==> src/hdl/dkst_pkg.sv <==
package dkst_pkg;

    localparam int TABLE_DEPTH = 16;
    localparam int KEY_BITS    = 32;

    localparam int IDX_BITS     = (TABLE_DEPTH > 1) ? $clog2(TABLE_DEPTH) : 1;
    localparam int CNT_BITS     = $clog2(TABLE_DEPTH + 1);
    localparam int CMD_W        = 2;
    localparam int STATUS_W     = 2;
    localparam int KEY_PORT_W   = 32;
    localparam int COUNT_PORT_W = 5;

    localparam logic [IDX_BITS-1:0] LAST_IDX = IDX_BITS'(TABLE_DEPTH - 1);
    localparam logic [CNT_BITS-1:0] FULL_CNT = CNT_BITS'(TABLE_DEPTH);

    localparam logic [CMD_W-1:0] CMD_INSERT = 2'd0;
    localparam logic [CMD_W-1:0] CMD_REMOVE = 2'd1;
    localparam logic [CMD_W-1:0] CMD_LOOKUP = 2'd2;

    localparam logic [STATUS_W-1:0] ST_ADDED   = 2'd0;
    localparam logic [STATUS_W-1:0] ST_REMOVED = 2'd1;
    localparam logic [STATUS_W-1:0] ST_IGNORED = 2'd2;
    localparam logic [STATUS_W-1:0] ST_FULL    = 2'd3;

    typedef enum logic [1:0] {
        S_IDLE,
        S_SCAN,
        S_DRAIN,
        S_FIN
    } t_state;

endpackage

==> src/hdl/distinct_key_set_table.sv <==
// Channel  Direction  Signals                                      Moves
// in       input      i_in_valid, o_in_stall, i_cmd, i_key         one request
// out      output     o_out_valid, i_out_stall, o_found,           one result per request
//                     o_status, o_member_count
//
// A request reads the key store RAM one slot per cycle through its single registered
// read port, then a drain state finishes the last compare and a commit state performs
// the write-back and loads the output register.
// Reset clears the slot valid bits, the member count, the state, scan address and flags.
// A stalled result holds in the output register; the next request is still taken,
// and its commit waits until the output register is free.
module distinct_key_set_table
    import dkst_pkg::*;
(
    input  logic                    i_clk,
    input  logic                    i_rst_n,
    input  logic                    i_in_valid,
    output logic                    o_in_stall,
    input  logic [CMD_W-1:0]        i_cmd,
    input  logic [KEY_PORT_W-1:0]   i_key,
    output logic                    o_out_valid,
    input  logic                    i_out_stall,
    output logic                    o_found,
    output logic [STATUS_W-1:0]     o_status,
    output logic [COUNT_PORT_W-1:0] o_member_count
);

    logic [KEY_BITS-1:0] key_store [TABLE_DEPTH];

    t_state                r_state,      n_state;
    logic [TABLE_DEPTH-1:0] r_slot_valid, n_slot_valid;
    logic [CNT_BITS-1:0]   r_count,      n_count;
    logic [IDX_BITS-1:0]   r_addr,       n_addr;
    logic                  r_cmp_vld,    n_cmp_vld;
    logic [IDX_BITS-1:0]   r_cmp_idx,    n_cmp_idx;
    logic                  r_hit,        n_hit;
    logic [IDX_BITS-1:0]   r_hit_idx,    n_hit_idx;
    logic                  r_free_ok,    n_free_ok;
    logic [IDX_BITS-1:0]   r_free_idx,   n_free_idx;
    logic [CMD_W-1:0]      r_cmd,        n_cmd;
    logic [KEY_BITS-1:0]   r_key,        n_key;
    logic                  r_out_vld,    n_out_vld;
    logic                  r_found,      n_found;
    logic [STATUS_W-1:0]   r_status,     n_status;
    logic [KEY_BITS-1:0]   r_rd_data;
    logic                  mem_we;
    logic                  out_free;
    logic                  accept;

    assign out_free = !r_out_vld || !i_out_stall;
    assign accept   = i_in_valid && (r_state == S_IDLE);

    always_ff @(posedge i_clk) begin
        r_rd_data <= key_store[r_addr];
        if (mem_we) begin
            key_store[r_free_idx] <= r_key;
        end
    end

    always_ff @(posedge i_clk) begin
        if (!i_rst_n) begin
            r_state <= S_IDLE;
        end else begin
            r_state <= n_state;
        end
    end

    always_comb begin
        n_state      = r_state;
        n_slot_valid = r_slot_valid;
        n_count      = r_count;
        n_addr       = r_addr;
        n_cmp_vld    = 1'b0;
        n_cmp_idx    = r_cmp_idx;
        n_hit        = r_hit;
        n_hit_idx    = r_hit_idx;
        n_free_ok    = r_free_ok;
        n_free_idx   = r_free_idx;
        n_cmd        = r_cmd;
        n_key        = r_key;
        n_out_vld    = r_out_vld && i_out_stall;
        n_found      = r_found;
        n_status     = r_status;
        mem_we       = 1'b0;

        // compare stage, one slot behind the read
        if (r_cmp_vld) begin
            if (r_slot_valid[r_cmp_idx] && (r_rd_data == r_key)) begin
                n_hit     = 1'b1;
                n_hit_idx = r_cmp_idx;
            end
            if (!r_slot_valid[r_cmp_idx] && !r_free_ok) begin
                n_free_ok  = 1'b1;
                n_free_idx = r_cmp_idx;
            end
        end

        unique case (r_state)
            S_IDLE: begin
                if (accept) begin
                    n_cmd     = i_cmd;
                    n_key     = KEY_BITS'(i_key);
                    n_addr    = '0;
                    n_hit     = 1'b0;
                    n_free_ok = 1'b0;
                    n_state   = S_SCAN;
                end
            end
            S_SCAN: begin
                n_cmp_vld = 1'b1;
                n_cmp_idx = r_addr;
                if (r_addr == LAST_IDX) begin
                    n_state = S_DRAIN;
                end else begin
                    n_addr = r_addr + IDX_BITS'(1);
                end
            end
            S_DRAIN: begin
                n_state = S_FIN;
            end
            S_FIN: begin
                if (out_free) begin
                    n_out_vld = 1'b1;
                    n_found   = r_hit;
                    n_status  = ST_IGNORED;
                    unique case (r_cmd)
                        CMD_INSERT: begin
                            if (!r_hit) begin
                                if (r_free_ok) begin
                                    mem_we                   = 1'b1;
                                    n_slot_valid[r_free_idx] = 1'b1;
                                    n_count                  = r_count + CNT_BITS'(1);
                                    n_status                 = ST_ADDED;
                                end else begin
                                    n_status = ST_FULL;
                                end
                            end
                        end
                        CMD_REMOVE: begin
                            if (r_hit) begin
                                n_slot_valid[r_hit_idx] = 1'b0;
                                n_count                 = r_count - CNT_BITS'(1);
                                n_status                = ST_REMOVED;
                            end
                        end
                        default: begin
                        end
                    endcase
                    n_state = S_IDLE;
                end
            end
            default: begin
                n_state = S_IDLE;
            end
        endcase
    end

    always_ff @(posedge i_clk) begin
        if (!i_rst_n) begin
            r_slot_valid <= '0;
            r_count      <= '0;
            r_addr       <= '0;
            r_cmp_vld    <= 1'b0;
            r_hit        <= 1'b0;
            r_free_ok    <= 1'b0;
            r_out_vld    <= 1'b0;
        end else begin
            r_slot_valid <= n_slot_valid;
            r_count      <= n_count;
            r_addr       <= n_addr;
            r_cmp_vld    <= n_cmp_vld;
            r_hit        <= n_hit;
            r_free_ok    <= n_free_ok;
            r_out_vld    <= n_out_vld;
        end
    end

    always_ff @(posedge i_clk) begin
        r_cmp_idx  <= n_cmp_idx;
        r_hit_idx  <= n_hit_idx;
        r_free_idx <= n_free_idx;
        r_cmd      <= n_cmd;
        r_key      <= n_key;
        r_found    <= n_found;
        r_status   <= n_status;
    end

    assign o_in_stall     = (r_state != S_IDLE);
    assign o_out_valid    = r_out_vld;
    assign o_found        = r_found;
    assign o_status       = r_status;
    assign o_member_count = COUNT_PORT_W'(r_count);

    a_count_matches_valid: assert property (@(posedge i_clk) disable iff (!i_rst_n)
        32'(r_count) == $countones(r_slot_valid))
        else $error("member count differs from valid bits");

    a_no_compare_at_commit: assert property (@(posedge i_clk) disable iff (!i_rst_n)
        (r_state == S_FIN) |-> !r_cmp_vld)
        else $error("compare pending at commit");

    a_added_not_found: assert property (@(posedge i_clk) disable iff (!i_rst_n)
        (r_out_vld && ((r_status == ST_ADDED) || (r_status == ST_FULL))) |-> !r_found)
        else $error("insert result with key present");

    a_removed_found: assert property (@(posedge i_clk) disable iff (!i_rst_n)
        (r_out_vld && (r_status == ST_REMOVED)) |-> r_found)
        else $error("remove result with key absent");

    a_full_count: assert property (@(posedge i_clk) disable iff (!i_rst_n)
        (r_out_vld && (r_status == ST_FULL)) |-> (r_count == FULL_CNT))
        else $error("full reported below capacity");

endmodule

==> config.mk <==
export PLATFORM = sky130hd
export DESIGN_NAME = distinct_key_set_table
export DESIGN_NICKNAME = d
export VERILOG_FILES = /design/src/hdl/dkst_pkg.sv /design/src/hdl/distinct_key_set_table.sv
export SDC_FILE = /design/constraint.sdc
export NUM_CORES = 1
export LEC_CHECK = 0
export BUFFER_PORTS_ARGS = -buffer_cell sky130_fd_sc_hd__buf_4
export CAP_MARGIN = 20
export CORE_ASPECT_RATIO = 0.6
export CORE_MARGIN = 4
export CORE_UTILIZATION = 40
export DETAILED_ROUTE_END_ITERATION = 16
export HOLD_SLACK_MARGIN = 0.1
export SLEW_MARGIN = 30
export SYNTH_ARGS = -nofsm -noshare
export SYNTH_HDL_FRONTEND = slang
export SYNTH_SLANG_ARGS = --single-unit
==> constraint.sdc <==
create_clock -name i_clk -period 4.8 [get_ports i_clk]
set_clock_uncertainty 0.1 [all_clocks]
set_input_delay 0.48 -clock i_clk [delete_from_list [all_inputs] [get_ports i_clk]]
set_output_delay 0.48 -clock i_clk [all_outputs]
set_load 0.005 [all_outputs]
* After elaboration in Yosys (flattened, before gate mapping)
Memory sizes are Yosys's and may differ from the RTL's. A register that Yosys moved wholly into a read port is not among the register bits. Index checks and enable logic that the tools add are counted.
Operators by class: $add $sub $neg 3, magnitude comparators 5, equal/unequal tests 13, mux-type cells 43, bitwise operators 3, reductions and logical operators 23
Operator list (number):
- 16-bit two-way mux | 3
- 32-bit equality test | 1
- 16-bit one-hot mux with 2 select lines | 1
- 1-bit two-way mux | 21
- 16-bit bitwise AND | 1
- 16-bit inverter | 1
- 16-bit bitwise OR | 1
- 4-bit by 5-bit less-than comparator with 1-bit output, second input constant | 3
- 5-bit two-way mux | 3
- 2-bit inequality test, second input constant | 7
- 2-bit two-way mux | 6
- 5-bit one-hot mux with 2 select lines | 1
- 1-bit demux with 4-bit select | 2
- 4-bit by 1-bit >= comparator with 1-bit output, second input constant | 2
- 4-bit two-way mux | 2
- 2-bit one-hot mux with 4 select lines | 1
- 4-bit one-hot mux with 2 select lines | 1
- 2-bit AND reduction | 4
- 1-bit logical AND | 6
- 3-bit AND reduction | 2
- 6-bit AND reduction | 1
- 2-bit nonzero test | 3
- 5-bit by 1-bit adder with 5-bit output, second input constant | 1
- 5-bit by 1-bit subtractor with 5-bit output, second input constant | 1
- 9 further kinds | 15
Word-level totals: bits in registers 80, bits in writable memories 512, input bits 38, output and inout port bits 10, word-level logic and storage cells 106, memories kept 1
Memory list:
- key_store | depth 16, width 32, read ports 1, clocked after Yosys merged registers in 1, write ports 1, RTL line distinct_key_set_table.sv:28 | logic [KEY_BITS-1:0] key_store [TABLE_DEPTH];

* Longest topological paths before layout
Gate-level depths: netlist of the first run.
depth after elaboration 8, gate-level depth with buffers 8, depth with buffers taken out 8

* Worst setup path before layout of the first run
OpenSTA, ideal clock, no wires.
kind register -> register, start point register r_state[0], end point register r_slot_valid[2], setup time 0.068 ns, data arrival time 3.991 ns, required time 4.632 ns, slack 0.642 ns, stages on the path, launching flop included 7, path buffers 0, clock period less this slack 4.158 ns, cells stage by stage dfxtp_1 -> ha_1 -> a21bo_2 -> nor4_2 -> nand2b_1 -> nor3_1 -> o221a_2
Between the ends: word-level cells in the longest chain between the ends 2
RTL lines:
- start, declared | RTL line distinct_key_set_table.sv:30 | t_state r_state, n_state;
- start signal, assigned | RTL line distinct_key_set_table.sv:64 | r_state <= n_state;
- 2-bit equality test | RTL line distinct_key_set_table.sv:98 | unique case (r_state)
- 6-bit AND reduction (no source line)
- end signal, assigned | RTL line distinct_key_set_table.sv:168 | r_slot_valid <= n_slot_valid;
- end, declared | RTL line distinct_key_set_table.sv:31 | logic [TABLE_DEPTH-1:0] r_slot_valid, n_slot_valid;
Every way passes these cells. A chain may end at the register's enable or synchronous reset.

* Worst setup path after layout of the first run
start point register r_state[0], end point memory key_store[15][0], enable pin
Between the ends: word-level cells in the longest chain between the ends 4
RTL lines:
- 2-bit equality test | RTL line distinct_key_set_table.sv:98
- 1-bit two-way mux | RTL line distinct_key_set_table.sv:98
- 1-bit two-way mux | RTL line distinct_key_set_table.sv:55 | if (mem_we) begin
- 1-bit two-way mux (implied by the code) | RTL line distinct_key_set_table.sv:56 | key_store[r_free_idx] <= r_key;
- end, declared | RTL line distinct_key_set_table.sv:28
Every way passes these cells.

==> impl_metrics.toml, run 1 <==
[sta]
fin_crit_ps = 3210
post-route-period-util_pct = 66.9
hold_viol = 0
finalMaxSlewViolations = 0
fmax_mhz = 311
tightest_slew_ps = 928
relSlewSlack_pct = 38.0
tns_ps = 0
whs_ps = 146
rsz0062_at_grt = "no"
setup_violations = 0

[logic_synthesis]
synth_ff_type = "edfxtp_1"
synth_common_cells = "edfxtp_1, mux4_2, dfxtp_1"
synth.avg_cell_area_um2 = 23.0
synthCells = 1014
ys.warnings.count = 0
synth.top_cell.area_share_pct = 72.3
yosysMostFrequentCell = "edfxtp_1"
synth_area_leaders = "edfxtp_1, mux4_2, dfxtp_1"
synth_cell_types = 42
synth-edff-count = 561
synth_fp_nets = 1062
synth_area_leader_cell = "edfxtp_1"
synthArstFlopShare_pct = 0
synth_area_um2 = 23300
synth_seq_cells = 624
yosysSeqAreaShare_pct = 77.7

[layout]
antenna_cells = 0
nNetsFinal = 1198
fin_cells = 1963
drive_gt1_share_pct = 30.6
area_growth_pct = 16.1

[clocking]
post_cts_resized = 0
htree_levels = 2
clk_latency_ps = 600
cts_tree = "yes"
cts_setup_buffers = 0
numCtsBuffers = 53
root_buffer = "clkbuf_16"
clockBufferDepth = 3
clk_pin_slew_ps = 70
cts_sinks = 624

[detailed_routing]
ant_nets = 0
drc = 0
viasPerCell = 5.44
drt_wl_total_um = 51200
drt_iter0_markers = 1145
wire_per_inst_um = 26.1
dr.pass1.iters = 5
dr_total_vias = 10700

[critical_path]
crit_arrival_ps = 3400
r2r_slack_ps = 1590
cp_max_fo = 23
r2r_start = "r_state[0]"
critPathRequiredTime_ps = 4990
cp-start-kind = "flop"
end_kind = "flop"
crit_start = "r_state[0]"
critical_path_class = "reg -> reg"

[place]
routabilityCongestion = 0.750
dp_cells = 1829
hpwl_um = 30200
io_buffer_count = 47

[global_routing]
grt_pass1_wl_um = 76300
gr-usage-met3_pct = 4.11
first_global_vias = 11000
antenna_found_initial = 0
gr-usage-met1_pct = 27.0
gr-total-overflow = 0
grt_use_met2_pct = 22.8
busiest_layer = "met1"
grtUsageTotal_pct = 16.6
grt_max_degree = 79

[hold_path]
worstHoldStart = "i_rst_n"
holdCritPathClass = "in -> reg"

[floorplanning]
rows = 68
dieWidth_um = 320
die_h_um = 195
start_util_pct = 40.5
pin_count = 48
die_area_um2 = 62300
coreArea_um2 = 57500

[run]
drv_cap = 0

[run_status]
outcome = "complete, no violations"

[power_and_ir_drop]
ir_drop_mv = 0.267
finalPower_uw = 12200
power.density_nw_per_um2 = 452
p_leak_uw = 0.00834
-- repair_timing --
item	4_1_cts	5_1_grt
hold buffers	35	0
hold endpoints to repair	35	0
endpoints found under the setup margin	0	0
-- registers in the layout, summed over array words and instances (netlist names), 2 cells and up --
signal and flops:
r_cmp_idx 4, r_state 2, r_free_idx 4, r_key 32, r_slot_valid 16, r_cmd 2
r_rd_data 32, r_hit_idx 4, key_store 512, o_member_count 5, o_status 2, r_addr 4
-- where the power goes --
part / internal, uW / switching, uW / total (uW)
logic: 617 / 629 / 1250
clock network: 2350 / 1890 / 4230
registers: 6350 / 390 / 6750
total: 9320 / 2910 / 12200
-- metrics by stage --
stage | util (%) | setup WS [ps] | instance area [um^2]
floorplan | - | 642 | 23300
global placement | 43.2 | 1520 | 24800
detailed placement | 43.4 | 1520 | 25000
CTS | 47.0 | 1490 | 27000
global route | 47.0 | 1460 | 27000
finish | 47.0 | 1590 | 27000
-- cell usage in the layout (no fill, tap or decap), drive strengths merged, types with 2 or more instances in the layout --
cell type / instances
dfxtp: 63
o21a: 2
ha: 9
buf: 86
and3: 2
clkinv: 20
nand3: 6
nor2: 27
a21o: 3
nand2b: 8
xor2: 4
o221a: 15
inv: 15
nand2: 11
xnor2: 29
nor4: 5
nand3b: 3
nand4: 6
a21oi: 10
dlygate4sd3: 35
clkbuf: 73
nand4b: 2
o21ai: 3
mux4: 164
mux2: 4
mux2i: 3
or3: 5
edfxtp: 561
bufinv: 4
a211oi: 3
nor3: 3
-- layer usage --
metal | vias to the layer above | share of wire, %
met2 | 360 | 42
met1 | 5726 | 49
met3 | 59 | 7.6
li1 | 4541 | -
met5 | - | 0
met4 | 0 | 1.3
-- layout make-up --
class / instances / area [um^2]
Clock buffer: 73 / 1460
Inverter: 14 / 52.6
Tap cell: 770 / 963
Fill cell: 4756 / 30500
Clock inverter: 25 / 218
Timing Repair Buffer: 121 / 1150
Multi-Input combinational cell: 336 / 5080
Sequential cell: 624 / 18100
-- worst max-delay path, stage by stage (launching register included) --
cell and delay, ps:
dfxtp_1 380, ha_1 220, a21bo_2 300, nor4_2 460
nand2_1 310, nor2_4 770, buf_4 350
-- worst paths after layout --
kind	cells past startpoint	endpoint
setup / recovery	6	key_store[15][0]
hold / removal	2	o_out_valid
setup reg to reg	6	key_store[15][0]
hold reg to reg	2	r_free_ok
-- cell families after synthesis --
kind of cell	after synthesis	share of synthesized area (%)
xor gates and xnor gates	33	1.24
DFF	624	77.7
buffers and inverters	54	0.945
adders and majority gates	10	0.569
AOI/OAI and AO/OA	41	1.51
muxes	171	16.2
and+or+nand+nor	81	1.83
No activity file was read; power rests on OpenSTA's default activity.
==> run 2, diff against run 1 <==
==> constraint.sdc (replaced) <==
create_clock -name i_clk -period 3.1 [get_ports i_clk]
set_clock_uncertainty 0.1 [all_clocks]
set_input_delay 0.31 -clock i_clk [delete_from_list [all_inputs] [get_ports i_clk]]
set_output_delay 0.31 -clock i_clk [all_outputs]
set_load 0.005 [all_outputs]
==> run 2 against run 1 <==
Compared with the run above: total power up 56%; via count down 0.61%; sequential share of layout area down 0.99 points; sequential power up 51%; critical path type unchanged; clock-buffer cell count down 4; worst setup slack worse by 1200 ps; combinational power up 84%; global-route usage down 0.081 points; highest routed layer is now met5; register-to-register slack worse by 1200 ps; die area unchanged; final area up 1.5%; fmax up 19%.
==> impl_metrics.toml, run 2 (synthesis results as in run 1) <==
[sta]
setup_ws_ps = 410
fmax_mhz = 372
setup_violations = 0
relSlewSlack_pct = 48.7
whs_ps = 146
hold_viol = 0
tns_ps = 0
rsz0062_at_grt = "no"
tightest_slew_ps = 770
fin_crit_ps = 2690
finalMaxSlewViolations = 0
post-route-period-util_pct = 86.8

[detailed_routing]
wl_met2_um = 22300
drt_wl_total_um = 50800
viasPerCell = 5.33
ant_nets = 0
met1Wirelength_um = 24000
drt_iter0_markers = 1110
dr.pass1.iters = 5
drc = 0
met3_length_um = 3700
dr_total_vias = 10600
wire_per_inst_um = 25.5
top_layer = "met5"

[critical_path]
slowest_stage = "nor4_1"
crit_arrival_ps = 2870
end_kind = "flop"
cp-start-kind = "flop"
r2r_slack_ps = 410
worst-path-stages = 6
reg2reg_to = "key_store[0][4]"
reg2reg_depth = 6
cp_max_fo = 23
critical_path.cell_chain = "ha_1, a21bo_2, nor4_1, nand2b_1, nor3_4, buf_12"
critPathRequiredTime_ps = 3280
path_buf_inv = 1
crit_start = "r_state[0]"
endpoint = "key_store[0][4]"
slowest_delay_ps = 500
r2r_start = "r_state[0]"
critical_path_class = "reg -> reg"
crit_family = "simple AND/OR/NAND/NOR gates"

[power_and_ir_drop]
internal_power_uw = 14600
p_leak_uw = 0.00852
pwr-share-comb_pct = 12.0
pwr-share-clk_pct = 34.8
switchingPower_uw = 4550
seqPwrFrac_pct = 53.2
power.density_nw_per_um2 = 697
ir_drop_mv = 0.523
swShare_pct = 23.8

[hold_path]
holdCritPathClass = "in -> reg"

[global_routing]
antenna_found_initial = 2
grt_max_degree = 62
grt_pass1_wl_um = 75600
grtUsageTotal_pct = 16.5
gr-total-overflow = 0
first_global_vias = 11200

[place]
hpwl_um = 30400
post_dp_cell_area_um2 = 25400
dp_slack_ps = 387
routabilityCongestion = 0.780
io_buffer_count = 47

[layout]
antenna_cells = 0
nNetsFinal = 1226
postLayoutCoreUtil_pct = 47.7
multi_input_area_um2 = 5090
final_cell_mix = "edfxtp_1, mux4_2, buf_4"
drive_gt1_share_pct = 32.7
layout.cell_area.non_filler_um2 = 27400
seqCellArea_um2 = 18100
final_common_cell = "edfxtp_1"
regMostFlops = "key_store"
largest_reg_flops = 512
area_growth_pct = 17.8
nFillCells = 4729
reg_top3 = "key_store: 512 flops, r_key: 32 flops, r_rd_data: 32 flops"

[floorplanning]
dieWidth_um = 320
die_h_um = 195
die_area_um2 = 62300
pin_count = 48
start_util_pct = 40.5
rows = 68
coreArea_um2 = 57500

[clocking]
clk_latency_ps = 600
htree_levels = 2
numCtsBuffers = 54
cts_sinks = 624
clockBufferDepth = 3
root_buffer = "clkbuf_16"
cts_tree = "yes"
clk_pin_slew_ps = 60

[run_status]
outcome = "complete, no violations"

[run]
drv_cap = 0
run 2: changes by cell type in the layout (fill, tap and decap cells not counted), sizes merged:
cell,change
clkbuf,-4
clkinv,+2
buf,+26
inv,+1
clkinvlp,+3
dlygate4sd3,+1
run 2: power groups by stage:
stage                     logic [uW]  registers, uW  clock network [uW]
after detailed placement        2310          10400                   0
final                           2300          10200                6660
after global routing            2500          10200                7230
after global placement          2270          10300                   0
after CTS                       2350          10200                6830
after floorplan                 1330          10300                   0
run 2: worst min path at each step:
| stage | start | end | depth (start not counted) |
|---|---|---|---|
| 6_report | i_in_valid | r_free_ok | 4 |
| 2_1_floorplan | r_addr[3] | r_cmp_idx[3] | 0 |
| 3_5_place_dp | r_free_ok | r_free_ok | 2 |
| 3_3_place_gp | r_free_ok | r_free_ok | 2 |
| 5_1_grt | i_in_valid | r_cmd[0] | 3 |
| 4_1_cts | i_in_valid | r_addr[2] | 4 |
run 2: layer usage:
metal,up-vias,global-route usage (%)
met5,-,0
met4,2,3.28
met3,75,4.13
met2,284,23.9
met1,5663,25.5
li1,4597,-
run 2: timing repair:
action / 4_1_cts / 5_1_grt
setup buffers: 0 / 0
resized for setup: 0 / 0
hold buffers: 36 / 0
endpoints found under the hold margin: 52 / 0
run 2: final cells by class:
type	instances	area share, %
Sequential cell	624	66.0
Inverter	14	0.191
Timing Repair Buffer	148	5.43
Clock buffer	69	5.32
Multi-Input combinational cell	336	18.5
Tap cell	770	3.51
Clock inverter	31	0.994
run 2: metrics by stage:
step / instances / power [uW]
2_1_floorplan: 1014 / 11700
3_3_place_gp: 1856 / 12600
3_5_place_dp: 1856 / 12700
4_1_cts: 1992 / 19400
5_1_grt: 1992 / 19900
6_report: 1992 / 19100
run 2: worst register-to-register path, stage by stage (launching register included):
cell	delay (ps)
dfxtp_1	370
ha_1	210
a21bo_2	290
nor4_1	500
nand2b_1	370
nor3_4	270
buf_12	240
==> run 3, diff against run 2 <==
--- a/config.mk
+++ b/config.mk
@@ -6,12 +6,14 @@
 export NUM_CORES = 1
 export LEC_CHECK = 0
 export BUFFER_PORTS_ARGS = -buffer_cell sky130_fd_sc_hd__buf_4
-export CAP_MARGIN = 20
+export CELL_PAD_IN_SITES_DETAIL_PLACEMENT = 2
+export CELL_PAD_IN_SITES_GLOBAL_PLACEMENT = 2
 export CORE_ASPECT_RATIO = 0.6
 export CORE_MARGIN = 4
 export CORE_UTILIZATION = 40
 export DETAILED_ROUTE_END_ITERATION = 16
 export HOLD_SLACK_MARGIN = 0.1
+export PLACE_DENSITY_LB_ADDON = 0.1
 export SLEW_MARGIN = 30
 export SYNTH_ARGS = -nofsm -noshare
 export SYNTH_HDL_FRONTEND = slang
==> run 3 against run 2 <==
Compared with the run above: die area unchanged; critical path type unchanged; first-iteration DRC count increased by 16%; final area increased by 0.72%; register-to-register slack about the same; sequential share of layout area decreased by 0.46 points; final cell count increased by 0.90%; critical path depth unchanged.
==> impl_metrics.toml, run 3 (synthesis results as in run 1) <==
[layout]
final_cell_mix = "edfxtp_1, mux4_2, buf_4"
antenna_cells = 0
nNetsFinal = 1241
drive_gt1_share_pct = 32.8
largest_reg_flops = 512
area_growth_pct = 18.7
postLayoutCoreUtil_pct = 48.1
reg_top3 = "key_store: 512 flops, r_key: 32 flops, r_rd_data: 32 flops"
nFillCells = 5084
layout.cell_area.non_filler_um2 = 27600
seqCellArea_um2 = 18100
multi_input_area_um2 = 5090
final_common_cell = "edfxtp_1"
fin_cells = 2010
regMostFlops = "key_store"

[floorplanning]
dieWidth_um = 320
die_area_um2 = 62300
rows = 68
coreArea_um2 = 57500
pin_count = 48
start_util_pct = 40.5
die_h_um = 195

[critical_path]
critPathRequiredTime_ps = 3300
r2r_start = "r_state[0]"
cp-start-kind = "flop"
reg2reg_to = "key_store[2][12]"
r2r_slack_ps = 400
end_kind = "flop"
reg2reg_depth = 6
crit_arrival_ps = 2890
critical_path_class = "reg -> reg"
cp_max_fo = 18

[global_routing]
gr-total-overflow = 0
antenna_found_initial = 1
grt_max_degree = 38
grtUsageTotal_pct = 20.2
first_global_vias = 12000
grt_pass1_wl_um = 90900

[detailed_routing]
drc = 0
dr.pass1.iters = 5
ant_nets = 0
viasPerCell = 5.53
drt_wl_total_um = 62500
dr_total_vias = 11100
wire_per_inst_um = 31.1
drt_iter0_markers = 1283

[sta]
fmax_mhz = 371
relSlewSlack_pct = 42.9
fin_crit_ps = 2700
tightest_slew_ps = 857
post-route-period-util_pct = 87.0
setup_violations = 0
whs_ps = 152
finalMaxSlewViolations = 0
hold_viol = 0
rsz0062_at_grt = "no"

[clocking]
cts_setup_buffers = 0
clk_latency_ps = 620
root_buffer = "clkbuf_16"
clockBufferDepth = 3
htree_levels = 2
cts_tree = "yes"
cts_sinks = 624
clk_pin_slew_ps = 70
post_cts_resized = 0
hold_buffers = 36
numCtsBuffers = 58

[power_and_ir_drop]
ir_drop_mv = 0.468
finalPower_uw = 19600
power.density_nw_per_um2 = 710
p_leak_uw = 0.00862

[place]
post_dp_cell_area_um2 = 25500
routabilityCongestion = 0.737
hpwl_um = 38500
io_buffer_count = 47
dp_cells = 1867

[hold_path]
holdCritPathClass = "in -> reg"
min_to = "r_addr[2]"
holdPathStages = 4
worstHoldStart = "i_in_valid"

[run]
drv_cap = 0

[run_status]
outcome = "complete, no violations"
==> run 3: per-stage QoR <==
stage	setup TNS (ps)	setup slack, ps
2_1_floorplan	-25380	-164
6_report	0	402
5_1_grt	0	210
4_1_cts	0	384
3_3_place_gp	0	425
3_5_place_dp	0	381
==> run 3: worst max-delay path by stage <==
stage | slack, ps | to | from | depth (start not counted)
after floorplan | -160 | key_store[4][0] | r_state[0] | 5
after global placement | 420 | key_store[2][16] | r_state[0] | 6
after detailed placement | 380 | key_store[2][16] | r_state[0] | 6
after CTS | 380 | key_store[2][17] | r_state[0] | 6
after global routing | 210 | key_store[2][12] | r_state[0] | 6
final | 400 | key_store[2][12] | r_state[0] | 6
==> run 3: power by group <==
part           switching (uW)  total (uW)  leakage (uW)  internal [uW]
registers                 342       10200       0.00558           9830
clock network            3100        6950      0.000882           3850
logic                    1410        2500       0.00215           1080
==> run 3: worst max-delay path, cell delays in order, from the launching register on <==
cell and delay (ps):
dfxtp_1 380, ha_1 240, a21bo_2 290, nor4_2 430, nand2b_1 360, nor3_4 320, buf_12 240
==> run 3: final cells by class <==
type / count / share of cell area [%]
Clock buffer: 87 / 5.87
Multi-Input combinational cell: 336 / 18.4
Timing Repair Buffer: 159 / 5.87
Sequential cell: 624 / 65.6
Inverter: 14 / 0.190
Clock inverter: 20 / 0.625
Tap cell: 770 / 3.49
==> run 3: routing by layer <==
| layer | share of wire, % | vias to the layer above | wire [um] | global-route usage, % |
|---|---|---|---|---|
| met5 | 0 | - | 0 | 0 |
| met4 | 1.1 | 0 | 661 | 2.93 |
| met3 | 6.4 | 58 | 3980 | 4.74 |
| met2 | 43 | 305 | 27000 | 28.8 |
| met1 | 49 | 6121 | 30900 | 32.2 |
| li1 | - | 4627 | - | - |
